[src/rtl/sspr_pkg.sv]
package sspr_pkg;

    localparam int DELAY_TABLE_DEPTH_DEF = 2048;
    localparam int COMMAND_LENGTH = 7;
    localparam int MODE_POS = 3;
    localparam int MAX_DELAY = 226;
    localparam int SEARCH_STEPS = 8;

    localparam logic [1:0] OP_BYTE = 2'd0;
    localparam logic [1:0] OP_RAMP = 2'd1;
    localparam logic [1:0] OP_MS = 2'd2;
    localparam logic [1:0] OP_UNUSED = 2'd3;

    localparam logic [7:0] MODE_RIGHT = 8'h64;
    localparam logic [7:0] MODE_LEFT = 8'h69;
    localparam logic [7:0] MODE_STOP = 8'h70;
    localparam logic [7:0] MODE_NONE = 8'h00;

    localparam logic [10:0] STOP_FLOOR = 11'd5;

    // Measured rpm is pulses * 6 / 5, taken as (pulses * 6 * ceil(2^21 / 5)) >> 21.
    localparam int RPM_MULT = 2516586;
    localparam int RPM_SHIFT = 21;

    localparam int RES_W = 85;
    localparam int TDATA_OUT_W = 88;

    localparam real THR_EXP = 50.0 / 47.0;

    typedef logic [9:0] thr_tab_t [0:255];

    typedef struct packed {
        logic capture;
        logic apply_simple;
        logic div_start;
        logic ramp_apply;
        logic search_step;
        logic delay_apply;
    } cmd_t;

    typedef struct packed {
        logic op_is_ramp;
        logic div_done;
        logic search_done;
    } sts_t;

    // Entry d holds the largest ramp value a that still gives a delay of at least d.
    function automatic thr_tab_t build_thr();
        thr_tab_t t;
        real r;
        for (int d = 0; d < 256; d++) begin
            if (d == 0 || d > MAX_DELAY) begin
                t[d] = '0;
            end else begin
                r = $exp(THR_EXP * ($ln(226.8) - $ln(real'(d))));
                t[d] = 10'($rtoi(r));
            end
        end
        return t;
    endfunction

    localparam thr_tab_t DELAY_THR = build_thr();

    function automatic logic [3:0] to_digit(input logic [7:0] b);
        logic [3:0] d;
        if (b < 8'h30) begin
            d = 4'd0;
        end else if (b > 8'h39) begin
            d = 4'd9;
        end else begin
            d = 4'(b - 8'h30);
        end
        return d;
    endfunction

    function automatic logic [3:0] coil_for(input logic [1:0] p, input logic rev);
        logic [1:0] idx;
        idx = rev ? ~p : p;
        return 4'b0001 << idx;
    endfunction

endpackage

[src/rtl/sspr_div.sv]
module sspr_div #(
    parameter int NW = 19,
    parameter int DW = 10
) (
    input  logic          aclk,
    input  logic          aresetn,
    input  logic          start,
    input  logic [NW-1:0] num,
    input  logic [DW-1:0] den,
    output logic          done,
    output logic [NW-1:0] quo
);
    localparam int CW = $clog2(NW + 1);

    logic          busy_reg, busy_next;
    logic          done_reg, done_next;
    logic [CW-1:0] cnt_reg, cnt_next;
    logic [NW-1:0] q_reg, q_next;
    logic [DW-1:0] rem_reg, rem_next;
    logic [DW-1:0] den_reg, den_next;
    logic [DW:0]   sh;

    always_comb begin
        busy_next = busy_reg;
        done_next = 1'b0;
        cnt_next = cnt_reg;
        q_next = q_reg;
        rem_next = rem_reg;
        den_next = den_reg;
        sh = {rem_reg, q_reg[NW-1]};
        if (start) begin
            busy_next = 1'b1;
            cnt_next = CW'(NW);
            q_next = num;
            rem_next = '0;
            den_next = den;
        end else if (busy_reg) begin
            if (sh >= {1'b0, den_reg}) begin
                rem_next = DW'(sh - {1'b0, den_reg});
                q_next = {q_reg[NW-2:0], 1'b1};
            end else begin
                rem_next = sh[DW-1:0];
                q_next = {q_reg[NW-2:0], 1'b0};
            end
            cnt_next = cnt_reg - CW'(1);
            if (cnt_reg == CW'(1)) begin
                busy_next = 1'b0;
                done_next = 1'b1;
            end
        end
    end

    always_ff @(posedge aclk) begin
        if (!aresetn) begin
            busy_reg <= 1'b0;
            done_reg <= 1'b0;
            cnt_reg <= '0;
        end else begin
            busy_reg <= busy_next;
            done_reg <= done_next;
            cnt_reg <= cnt_next;
        end
        q_reg <= q_next;
        rem_reg <= rem_next;
        den_reg <= den_next;
    end

    assign done = done_reg;
    assign quo = q_reg;
endmodule

[src/rtl/sspr_ctrl.sv]
module sspr_ctrl (
    input  logic          aclk,
    input  logic          aresetn,
    input  logic          in_valid,
    input  logic          out_free,
    input  sspr_pkg::sts_t sts,
    output logic          in_ready,
    output logic          out_load,
    output sspr_pkg::cmd_t cmd
);
    import sspr_pkg::*;

    typedef enum logic [5:0] {
        ST_IDLE     = 6'b000001,
        ST_DISPATCH = 6'b000010,
        ST_DIV_INC  = 6'b000100,
        ST_SEARCH   = 6'b001000,
        ST_DONE     = 6'b010000,
        ST_SPARE    = 6'b100000
    } state_t;

    state_t state_reg, state_next;

    always_comb begin
        state_next = state_reg;
        cmd = '0;
        out_load = 1'b0;
        unique case (state_reg)
            ST_IDLE: begin
                if (in_valid) begin
                    cmd.capture = 1'b1;
                    state_next = ST_DISPATCH;
                end
            end
            ST_DISPATCH: begin
                if (sts.op_is_ramp) begin
                    cmd.div_start = 1'b1;
                    state_next = ST_DIV_INC;
                end else begin
                    cmd.apply_simple = 1'b1;
                    state_next = ST_DONE;
                end
            end
            ST_DIV_INC: begin
                if (sts.div_done) begin
                    cmd.ramp_apply = 1'b1;
                    state_next = ST_SEARCH;
                end
            end
            ST_SEARCH: begin
                if (sts.search_done) begin
                    cmd.delay_apply = 1'b1;
                    state_next = ST_DONE;
                end else begin
                    cmd.search_step = 1'b1;
                end
            end
            ST_DONE: begin
                if (out_free) begin
                    out_load = 1'b1;
                    state_next = ST_IDLE;
                end
            end
            default: begin
                state_next = ST_IDLE;
            end
        endcase
    end

    always_ff @(posedge aclk) begin
        if (!aresetn) begin
            state_reg <= ST_IDLE;
        end else begin
            state_reg <= state_next;
        end
    end

    assign in_ready = (state_reg == ST_IDLE);
endmodule

[src/rtl/sspr_dpath.sv]
module sspr_dpath #(
    parameter int DELAY_TABLE_DEPTH = sspr_pkg::DELAY_TABLE_DEPTH_DEF
) (
    input  logic                      aclk,
    input  logic                      aresetn,
    input  sspr_pkg::cmd_t            cmd,
    output sspr_pkg::sts_t            sts,
    input  logic [1:0]                in_op,
    input  logic [7:0]                in_byte,
    input  logic [15:0]               in_pulses,
    output logic [sspr_pkg::RES_W-1:0] res_data,
    output logic                      res_report
);
    import sspr_pkg::*;

    localparam int AW = $clog2(DELAY_TABLE_DEPTH);
    localparam logic [AW-1:0] A_LAST = AW'(DELAY_TABLE_DEPTH - 1);
    localparam int IW = (AW > 11) ? AW : 11;

    logic [1:0]  op_reg, op_next;
    logic [7:0]  byte_reg, byte_next;
    logic        rep_reg, rep_next;
    logic [16:0] rpm_reg, rpm_next;
    logic        move_reg, move_next;
    logic [7:0]  lo_reg, lo_next;
    logic [7:0]  hi_reg, hi_next;
    logic [3:0]  cnt_reg, cnt_next;

    logic [2:0]  pos_reg, pos_next;
    logic [3:0]  dig_reg [0:5];
    logic [3:0]  dig_next [0:5];
    logic [7:0]  mode_reg, mode_next;
    logic [9:0]  tgt_reg, tgt_next;
    logic [9:0]  len_reg, len_next;
    logic [10:0] ramp_reg, ramp_next;
    logic [7:0]  delay_reg, delay_next;
    logic [15:0] chg_reg, chg_next;
    logic [1:0]  ph_reg, ph_next;
    logic [7:0]  hold_reg, hold_next;
    logic        act_reg, act_next;
    logic        gap_reg, gap_next;
    logic        rev_reg, rev_next;
    logic [3:0]  coil_reg, coil_next;

    logic [9:0]  div_num;
    logic [9:0]  div_den;
    logic [9:0]  div_q;
    logic        div_done;

    logic [37:0] rpm_prod;
    logic [2:0]  pos;
    logic [2:0]  pos_inc;
    logic [9:0]  len_eff;
    logic [9:0]  inc;
    logic [7:0]  hold_val;
    logic        run;
    logic [8:0]  mid;
    logic [IW-1:0] a_ext;
    logic [IW-1:0] a_idx;

    assign len_eff = (len_reg == 10'd0) ? 10'd1 : len_reg;
    assign div_num = tgt_reg;
    assign div_den = len_eff;
    assign rpm_prod = {22'd0, in_pulses} * 38'(RPM_MULT);

    sspr_div #(.NW(10), .DW(10)) u_div (
        .aclk   (aclk),
        .aresetn(aresetn),
        .start  (cmd.div_start),
        .num    (div_num),
        .den    (div_den),
        .done   (div_done),
        .quo    (div_q)
    );

    assign hold_val = (delay_reg == 8'd0) ? 8'd1 : delay_reg;
    assign inc = div_q;
    assign a_ext = IW'(ramp_reg);
    assign a_idx = (a_ext > IW'(A_LAST)) ? IW'(A_LAST) : a_ext;
    assign mid = 9'(({1'b0, lo_reg} + {1'b0, hi_reg} + 9'd1) >> 1);

    always_comb begin
        op_next = op_reg;
        byte_next = byte_reg;
        rep_next = rep_reg;
        rpm_next = rpm_reg;
        move_next = move_reg;
        lo_next = lo_reg;
        hi_next = hi_reg;
        cnt_next = cnt_reg;
        pos_next = pos_reg;
        dig_next = dig_reg;
        mode_next = mode_reg;
        tgt_next = tgt_reg;
        len_next = len_reg;
        ramp_next = ramp_reg;
        delay_next = delay_reg;
        chg_next = chg_reg;
        ph_next = ph_reg;
        hold_next = hold_reg;
        act_next = act_reg;
        gap_next = gap_reg;
        rev_next = rev_reg;
        coil_next = coil_reg;
        run = 1'b0;
        pos = (pos_reg >= 3'(COMMAND_LENGTH)) ? 3'd0 : pos_reg;
        pos_inc = pos + 3'd1;

        if (cmd.capture) begin
            op_next = in_op;
            byte_next = in_byte;
            rpm_next = (in_op == OP_RAMP) ? rpm_prod[RPM_SHIFT +: 17] : 17'd0;
            rep_next = (in_op == OP_RAMP) && (tgt_reg != 10'd0);
        end

        if (cmd.apply_simple && op_reg == OP_BYTE) begin
            if (pos == 3'(MODE_POS)) begin
                mode_next = byte_reg;
            end else if (pos < 3'(MODE_POS)) begin
                dig_next[pos] = to_digit(byte_reg);
            end else begin
                dig_next[3'(pos - 3'd1)] = to_digit(byte_reg);
            end
            pos_next = pos_inc;
            if (pos_inc == 3'(COMMAND_LENGTH)) begin
                tgt_next = 10'({6'd0, dig_next[0]} * 10'd100 + {6'd0, dig_next[1]} * 10'd10
                          + {6'd0, dig_next[2]});
                len_next = 10'({6'd0, dig_next[3]} * 10'd100 + {6'd0, dig_next[4]} * 10'd10
                          + {6'd0, dig_next[5]});
                if (mode_next == MODE_RIGHT || mode_next == MODE_LEFT) begin
                    ramp_next = '0;
                end
                pos_next = 3'd0;
            end
        end

        if (cmd.apply_simple && op_reg == OP_MS) begin
            if (!act_reg) begin
                if (gap_reg) begin
                    gap_next = 1'b0;
                end else if (mode_reg == MODE_RIGHT || mode_reg == MODE_LEFT
                             || (mode_reg == MODE_STOP && ramp_reg >= STOP_FLOOR)) begin
                    act_next = 1'b1;
                    rev_next = (mode_reg != MODE_RIGHT);
                    ph_next = 2'd0;
                    coil_next = coil_for(2'd0, rev_next);
                    hold_next = hold_val;
                    run = 1'b1;
                end else if (mode_reg == MODE_STOP) begin
                    coil_next = 4'd0;
                end
            end else begin
                run = 1'b1;
            end
            if (run) begin
                if (hold_next > 8'd0) begin
                    hold_next = hold_next - 8'd1;
                end
                if (hold_next == 8'd0) begin
                    if (ph_next == 2'd3) begin
                        act_next = 1'b0;
                        gap_next = 1'b1;
                        ph_next = 2'd0;
                    end else begin
                        ph_next = ph_next + 2'd1;
                        coil_next = coil_for(ph_next, rev_next);
                        hold_next = hold_val;
                    end
                end
            end
        end

        if (cmd.ramp_apply) begin
            move_next = 1'b0;
            if ({1'b0, tgt_reg} >= ramp_reg && mode_reg != MODE_STOP && mode_reg != MODE_NONE) begin
                ramp_next = 11'(ramp_reg + {1'b0, inc});
                move_next = 1'b1;
            end else if (ramp_reg >= STOP_FLOOR && mode_reg == MODE_STOP) begin
                ramp_next = (ramp_reg > {1'b0, inc}) ? 11'(ramp_reg - {1'b0, inc}) : 11'd0;
                move_next = 1'b1;
            end
            if (move_next) begin
                chg_next = chg_reg + 16'd1;
            end
            lo_next = 8'd0;
            hi_next = 8'(MAX_DELAY);
            cnt_next = 4'd0;
        end

        if (cmd.search_step) begin
            if (mid[7:0] == 8'd0 || IW'(DELAY_THR[mid[7:0]]) >= a_idx) begin
                lo_next = mid[7:0];
            end else begin
                hi_next = 8'(mid - 9'd1);
            end
            cnt_next = cnt_reg + 4'd1;
        end

        if (cmd.delay_apply && move_reg && ramp_reg != 11'd0) begin
            delay_next = (lo_reg == 8'd0) ? 8'd1 : lo_reg;
        end
    end

    always_ff @(posedge aclk) begin
        if (!aresetn) begin
            pos_reg <= '0;
            for (int i = 0; i < 6; i++) begin
                dig_reg[i] <= '0;
            end
            mode_reg <= '0;
            tgt_reg <= '0;
            len_reg <= 10'd1;
            ramp_reg <= '0;
            delay_reg <= '0;
            chg_reg <= '0;
            ph_reg <= '0;
            hold_reg <= '0;
            act_reg <= 1'b0;
            gap_reg <= 1'b0;
            rev_reg <= 1'b0;
            coil_reg <= '0;
            cnt_reg <= '0;
            move_reg <= 1'b0;
        end else begin
            pos_reg <= pos_next;
            dig_reg <= dig_next;
            mode_reg <= mode_next;
            tgt_reg <= tgt_next;
            len_reg <= len_next;
            ramp_reg <= ramp_next;
            delay_reg <= delay_next;
            chg_reg <= chg_next;
            ph_reg <= ph_next;
            hold_reg <= hold_next;
            act_reg <= act_next;
            gap_reg <= gap_next;
            rev_reg <= rev_next;
            coil_reg <= coil_next;
            cnt_reg <= cnt_next;
            move_reg <= move_next;
        end
        op_reg <= op_next;
        byte_reg <= byte_next;
        rep_reg <= rep_next;
        rpm_reg <= rpm_next;
        lo_reg <= lo_next;
        hi_reg <= hi_next;
    end

    assign sts.op_is_ramp = (op_reg == OP_RAMP);
    assign sts.div_done = div_done;
    assign sts.search_done = (cnt_reg == 4'(SEARCH_STEPS));

    assign res_data = {mode_reg, chg_reg, rpm_reg, act_reg, coil_reg, delay_reg,
                       ramp_reg, len_reg, tgt_reg};
    assign res_report = rep_reg;
endmodule

[src/rtl/stepper_speed_ramp_controller_top.sv]
// Channel   Direction  Handshake             Payload
// s_axis    in         s_tvalid / s_tready   s_tdata: rx_byte, pulse_count; s_tuser: op
// m_axis    out        m_tvalid / m_tready   m_tdata: result fields; m_tuser: report_valid
//
// A command byte, millisecond tick or unused op goes through dispatch to done.
// A ramp tick adds a 10-step divider pass for speed over length and an
// 8-step binary search of the delay thresholds; rpm comes from a multiply at accept.
// One item is in work at a time; the next is accepted while a result waits in the
// output register. Reset is synchronous, active low, and needs no clearing pass.
module stepper_speed_ramp_controller_top #(
    parameter int DELAY_TABLE_DEPTH = sspr_pkg::DELAY_TABLE_DEPTH_DEF
) (
    input  logic                                aclk,
    input  logic                                aresetn,
    input  logic                                s_tvalid,
    output logic                                s_tready,
    input  logic [23:0]                         s_tdata,  // rx_byte, pulse_count
    input  logic [1:0]                          s_tuser,  // op
    output logic                                m_tvalid,
    input  logic                                m_tready,
    // target_speed, ramp_length, current_ramp_speed, step_delay_ms, coil_drive,
    // step_active, measured_rpm, ramp_change_count, mode_code, zero padding
    output logic [sspr_pkg::TDATA_OUT_W-1:0]    m_tdata,
    output logic                                m_tuser   // report_valid
);
    import sspr_pkg::*;

    cmd_t             cmd;
    sts_t             sts;
    logic             out_load;
    logic             out_free;
    logic [RES_W-1:0] res_data;
    logic             res_report;
    logic             m_tvalid_reg, m_tvalid_next;
    logic [RES_W-1:0] m_data_reg;
    logic             m_user_reg;

    assign out_free = !m_tvalid_reg || m_tready;

    sspr_ctrl u_ctrl (
        .aclk    (aclk),
        .aresetn (aresetn),
        .in_valid(s_tvalid),
        .out_free(out_free),
        .sts     (sts),
        .in_ready(s_tready),
        .out_load(out_load),
        .cmd     (cmd)
    );

    sspr_dpath #(.DELAY_TABLE_DEPTH(DELAY_TABLE_DEPTH)) u_dpath (
        .aclk      (aclk),
        .aresetn   (aresetn),
        .cmd       (cmd),
        .sts       (sts),
        .in_op     (s_tuser),
        .in_byte   (s_tdata[7:0]),
        .in_pulses (s_tdata[23:8]),
        .res_data  (res_data),
        .res_report(res_report)
    );

    always_comb begin
        m_tvalid_next = m_tvalid_reg;
        if (out_load) begin
            m_tvalid_next = 1'b1;
        end else if (m_tready) begin
            m_tvalid_next = 1'b0;
        end
    end

    always_ff @(posedge aclk) begin
        if (!aresetn) begin
            m_tvalid_reg <= 1'b0;
        end else begin
            m_tvalid_reg <= m_tvalid_next;
        end
        if (out_load) begin
            m_data_reg <= res_data;
            m_user_reg <= res_report;
        end
    end

    assign m_tvalid = m_tvalid_reg;
    assign m_tdata = {(TDATA_OUT_W - RES_W)'(0), m_data_reg};
    assign m_tuser = m_user_reg;
endmodule
[config.mk]
export PLATFORM = sky130hd
export DESIGN_NAME = stepper_speed_ramp_controller_top
export DESIGN_NICKNAME = d
export VERILOG_FILES = /design/src/rtl/sspr_pkg.sv /design/src/rtl/sspr_div.sv /design/src/rtl/sspr_ctrl.sv /design/src/rtl/sspr_dpath.sv /design/src/rtl/stepper_speed_ramp_controller_top.sv
export SDC_FILE = /design/constraint.sdc
export NUM_CORES = 1
export LEC_CHECK = 0
export ABC_AREA = 1
export BUFFER_PORTS_ARGS = -buffer_cell sky130_fd_sc_hd__buf_2
export CAP_MARGIN = 15
export CORE_UTILIZATION = 55
export CTS_BUF_LIST = sky130_fd_sc_hd__clkbuf_8
export DETAILED_ROUTE_END_ITERATION = 8
export PLACE_DENSITY = 0.73
export SETUP_SLACK_MARGIN = 0.2
export SLEW_MARGIN = 30
export SYNTH_ARGS = -nofsm -noshare
export SYNTH_HDL_FRONTEND = slang
export SYNTH_SLANG_ARGS = --single-unit
[constraint.sdc]
create_clock -name aclk -period 12.7 [get_ports aclk]
set_input_delay 3.175 -clock aclk [delete_from_list [all_inputs] [get_ports aclk]]
set_output_delay 3.175 -clock aclk [all_outputs]
set_load 0.01 [all_outputs]
==> metrics.yaml <==
cells_and_area:
  area_growth_pct: 9.91
  drive_above_1_share_pct: 10.1
  multiInputGateArea_mm2: 0.0122
  fin_nets: 3048
  stdcell_count: 3213
  final_common_cell: "inv_1"
  fillers: 3397
  seq_area_mm2: 0.00703
  n_antenna_cell: 0
  layout_common_cells: "inv_1 (491), nand2_1 (291), ha_1 (258)"
  largest_register_ffs: 85
critical_path:
  worst-setup-path-type: "input pin to flip-flop"
  start_kind: "input pin"
  worst_setup_path_end_kind: "flip-flop"
  worstPathRequired_ns: 13.03
  cp_data_arrival_time_ns: 8.44
  cp_max_fo: 6
synth:
  syn-instance-count: 2549
  synth-async-reset-ratio_pct: 0
  synth-main-ff-cell: "dfxtp_1"
  synth_area_leaders: "edfxtp_1 (19%), ha_1 (15%), dfxtp_1 (14%)"
  yosysSeqAreaShare_pct: 33.0
  synth_mux_area_share_pct: 0.0470
  synth_simple_gate_area_share_pct: 14.7
  synth_area_per_cell_um2: 8.35
  synth_fa_ha_area_share_pct: 24.5
  synthesis.area_mm2: 0.0213
  synth_top_area_share_pct: 18.9
  synth.distinct_cells: 60
  synth_top_family_by_area: "adder cells"
  yosys_warnings: 0
  synth_xor_area_share_pct: 1.89
  synth-compound-area-share_pct: 15.8
  synth_edf_count: 134
  yosys.area.top_type: "edfxtp_1"
  ys_ff_latch: 284
drt:
  dr.pass1.iters: 5
  drc_errors: 0
  postRouteAntennaNets: 0
  vias_per_cell: 5.46
  vias: 17554
  routed_wl_um: 51600
  wl_per_cell_um: 16.0
  drt_iter0_drc: 1267
global_route:
  globalRouteMet3Util_pct: 3.70
  grt_usage_pct: 26.6
  grt_pass1_wl_um: 84200
  antenna_found_initial: 0
  met2_usage_pct: 44.6
  grt_pass1_vias: 17238
  overflow: 0
  grt_start_max_net_pins: 64
  grt.busiest_layer: "met2"
  use_met1_pct: 35.9
cts:
  post_cts_buffers: 0
  clk_pin_slew_worst_paths_ns: 0.07
  clkSinkCount: 284
  cts_buffers: 49
  cts-root-buf: "clkbuf_8"
  htreeDepth: 2
  cts_buffer_depth: 3
  ctsHoldBuffers: 0
  tritoncts: "yes"
  cts_resized: 0
  clk_latency_ns: 0.59
run_status:
  run_status: "finished, final reports clean"
die:
  initial_utilization_pct: 56.3
  die_w_um: 199
  floorplan.die_area_mm2: 0.0395
  die_h_um: 199
  core_mm2: 0.0378
  num_rows: 71
  num_io_pins: 121
placement:
  placed_cells: 3120
  portBuffers: 117
  hpwl_um: 39600
  gp_congestion: 0.937
power:
  p_leak_nw: 11.0
  powerDensity_mw_per_mm2: 162
  ir_drop_v: 0.000157
flow_run:
  drv_cap: 0
timing:
  tightest_slew_ns: 0.940
  post-route-min-period_ns: 8.11
  post-route-period-util_pct: 63.8
  setup_violations: 0
  fin_tns_setup_ns: 0
  final-max-slew-violation-count: 0
  hold_viol: 0
  rsz0062_at_grt: "false"
  fin_skew_ns: 0.0284
  fmax_mhz: 123
  relSlewSlack_pct: 36.7
hold_path:
  min_path_type: "flip-flop to flip-flop"
-- worst max-delay path: stages --
cell	delay, ns
buf_2	0.20
inv_1	0.07
ha_1	0.34
fa_1	0.58
fa_1	0.53
inv_1	0.05
fa_1	0.48
inv_1	0.06
fa_1	0.52
fa_1	0.55
inv_1	0.04
ha_1	0.32
nand2_1	0.06
o21ai_0	0.21
a21oi_1	0.13
o21bai_1	0.26
a21oi_1	0.14
o21ai_0	0.38
a21oi_1	0.14
o21ai_0	0.16
a21oi_1	0.05
-- worst paths after layout --
check	slack, ns	end	cells past startpoint	from
hold reg to reg	0.41	m_data_reg[45]	0	u_dpath.rpm_reg[1]
setup / recovery	4.59	u_dpath.rpm_reg[8]	21	s_tdata[13]
setup reg to reg	6.65	u_dpath.div_num[8]	21	u_dpath.byte_reg[7]
hold / removal	0.41	m_data_reg[45]	0	u_dpath.rpm_reg[1]
-- per-layer routing --
layer / vias up / wire length (um)
met3: 86 / 2810
li1: 8745 / -
met2: 484 / 24000
met5: - / 0
met4: 0 / 1040
met1: 8239 / 23700
-- synthesized netlist by cell type (3+ instances only) --
cell,count
edfxtp_1,134
nor2_1,161
xor2_1,30
nand2_4,9
clkinv_1,4
a21oi_1,257
nor2_4,4
fa_1,99
nand2_2,12
buf_2,5
inv_1,480
o2111ai_1,3
o211ai_1,13
a22oi_1,4
ha_1,258
nand3_1,115
nor3_2,3
or2_2,6
buf_1,6
buf_4,4
o221ai_1,3
o21ai_0,236
a211oi_1,12
o21ai_1,3
nand2_1,291
nand4_1,27
nand3_4,3
nor3_1,32
clkbuf_1,50
a41oi_1,3
dfxtp_1,150
xnor2_1,16
a31oi_1,9
o21a_1,14
o31ai_1,5
a21o_1,5
o21bai_1,7
o21ai_2,9
inv_2,7
nor4_1,10
a221oi_1,6
nor2_2,4
o22ai_1,16
-- layout make-up --
class / count / share of cell area, %
inverter: 491 / 7.89
tap: 511 / 2.73
sequential: 284 / 30.0
multi-input combinational: 1708 / 51.9
clock inverter: 36 / 1.13
clock buffer: 56 / 3.29
timing repair buffer: 127 / 2.99
-- power breakdown --
part | internal [W] | switching [W]
combinational | 0.000681 | 0.00121
sequential | 0.00101 | 0.0000228
clock | 0.000487 | 0.000391
total | 0.00218 | 0.00162
-- through the flow --
step	hold slack (ns)	total power [W]	worst slack (ns)	util, %	instance area [um^2]
2_1_floorplan	0.400	0.00247	4.78	-	21300
3_3_place_gp	0.402	0.00288	4.16	58.9	22300
3_5_place_dp	0.405	0.00291	4.01	59.0	22300
4_1_cts	0.409	0.00381	4.65	61.8	23400
5_1_grt	0.418	0.00417	4.26	61.8	23400
6_report	0.408	0.00380	4.59	61.8	23400
-- cells by family after synthesis --
logic type,count (synthesis)
other,1
multiplexers,1
adder cells (fa/ha/maj),357
buffers and inverters,559
AO/OA/AOI/OAI,612
XOR/XNOR,46
flip-flops,284
AND/OR/NAND/NOR,689
Power figures use the tool's default switching activity.
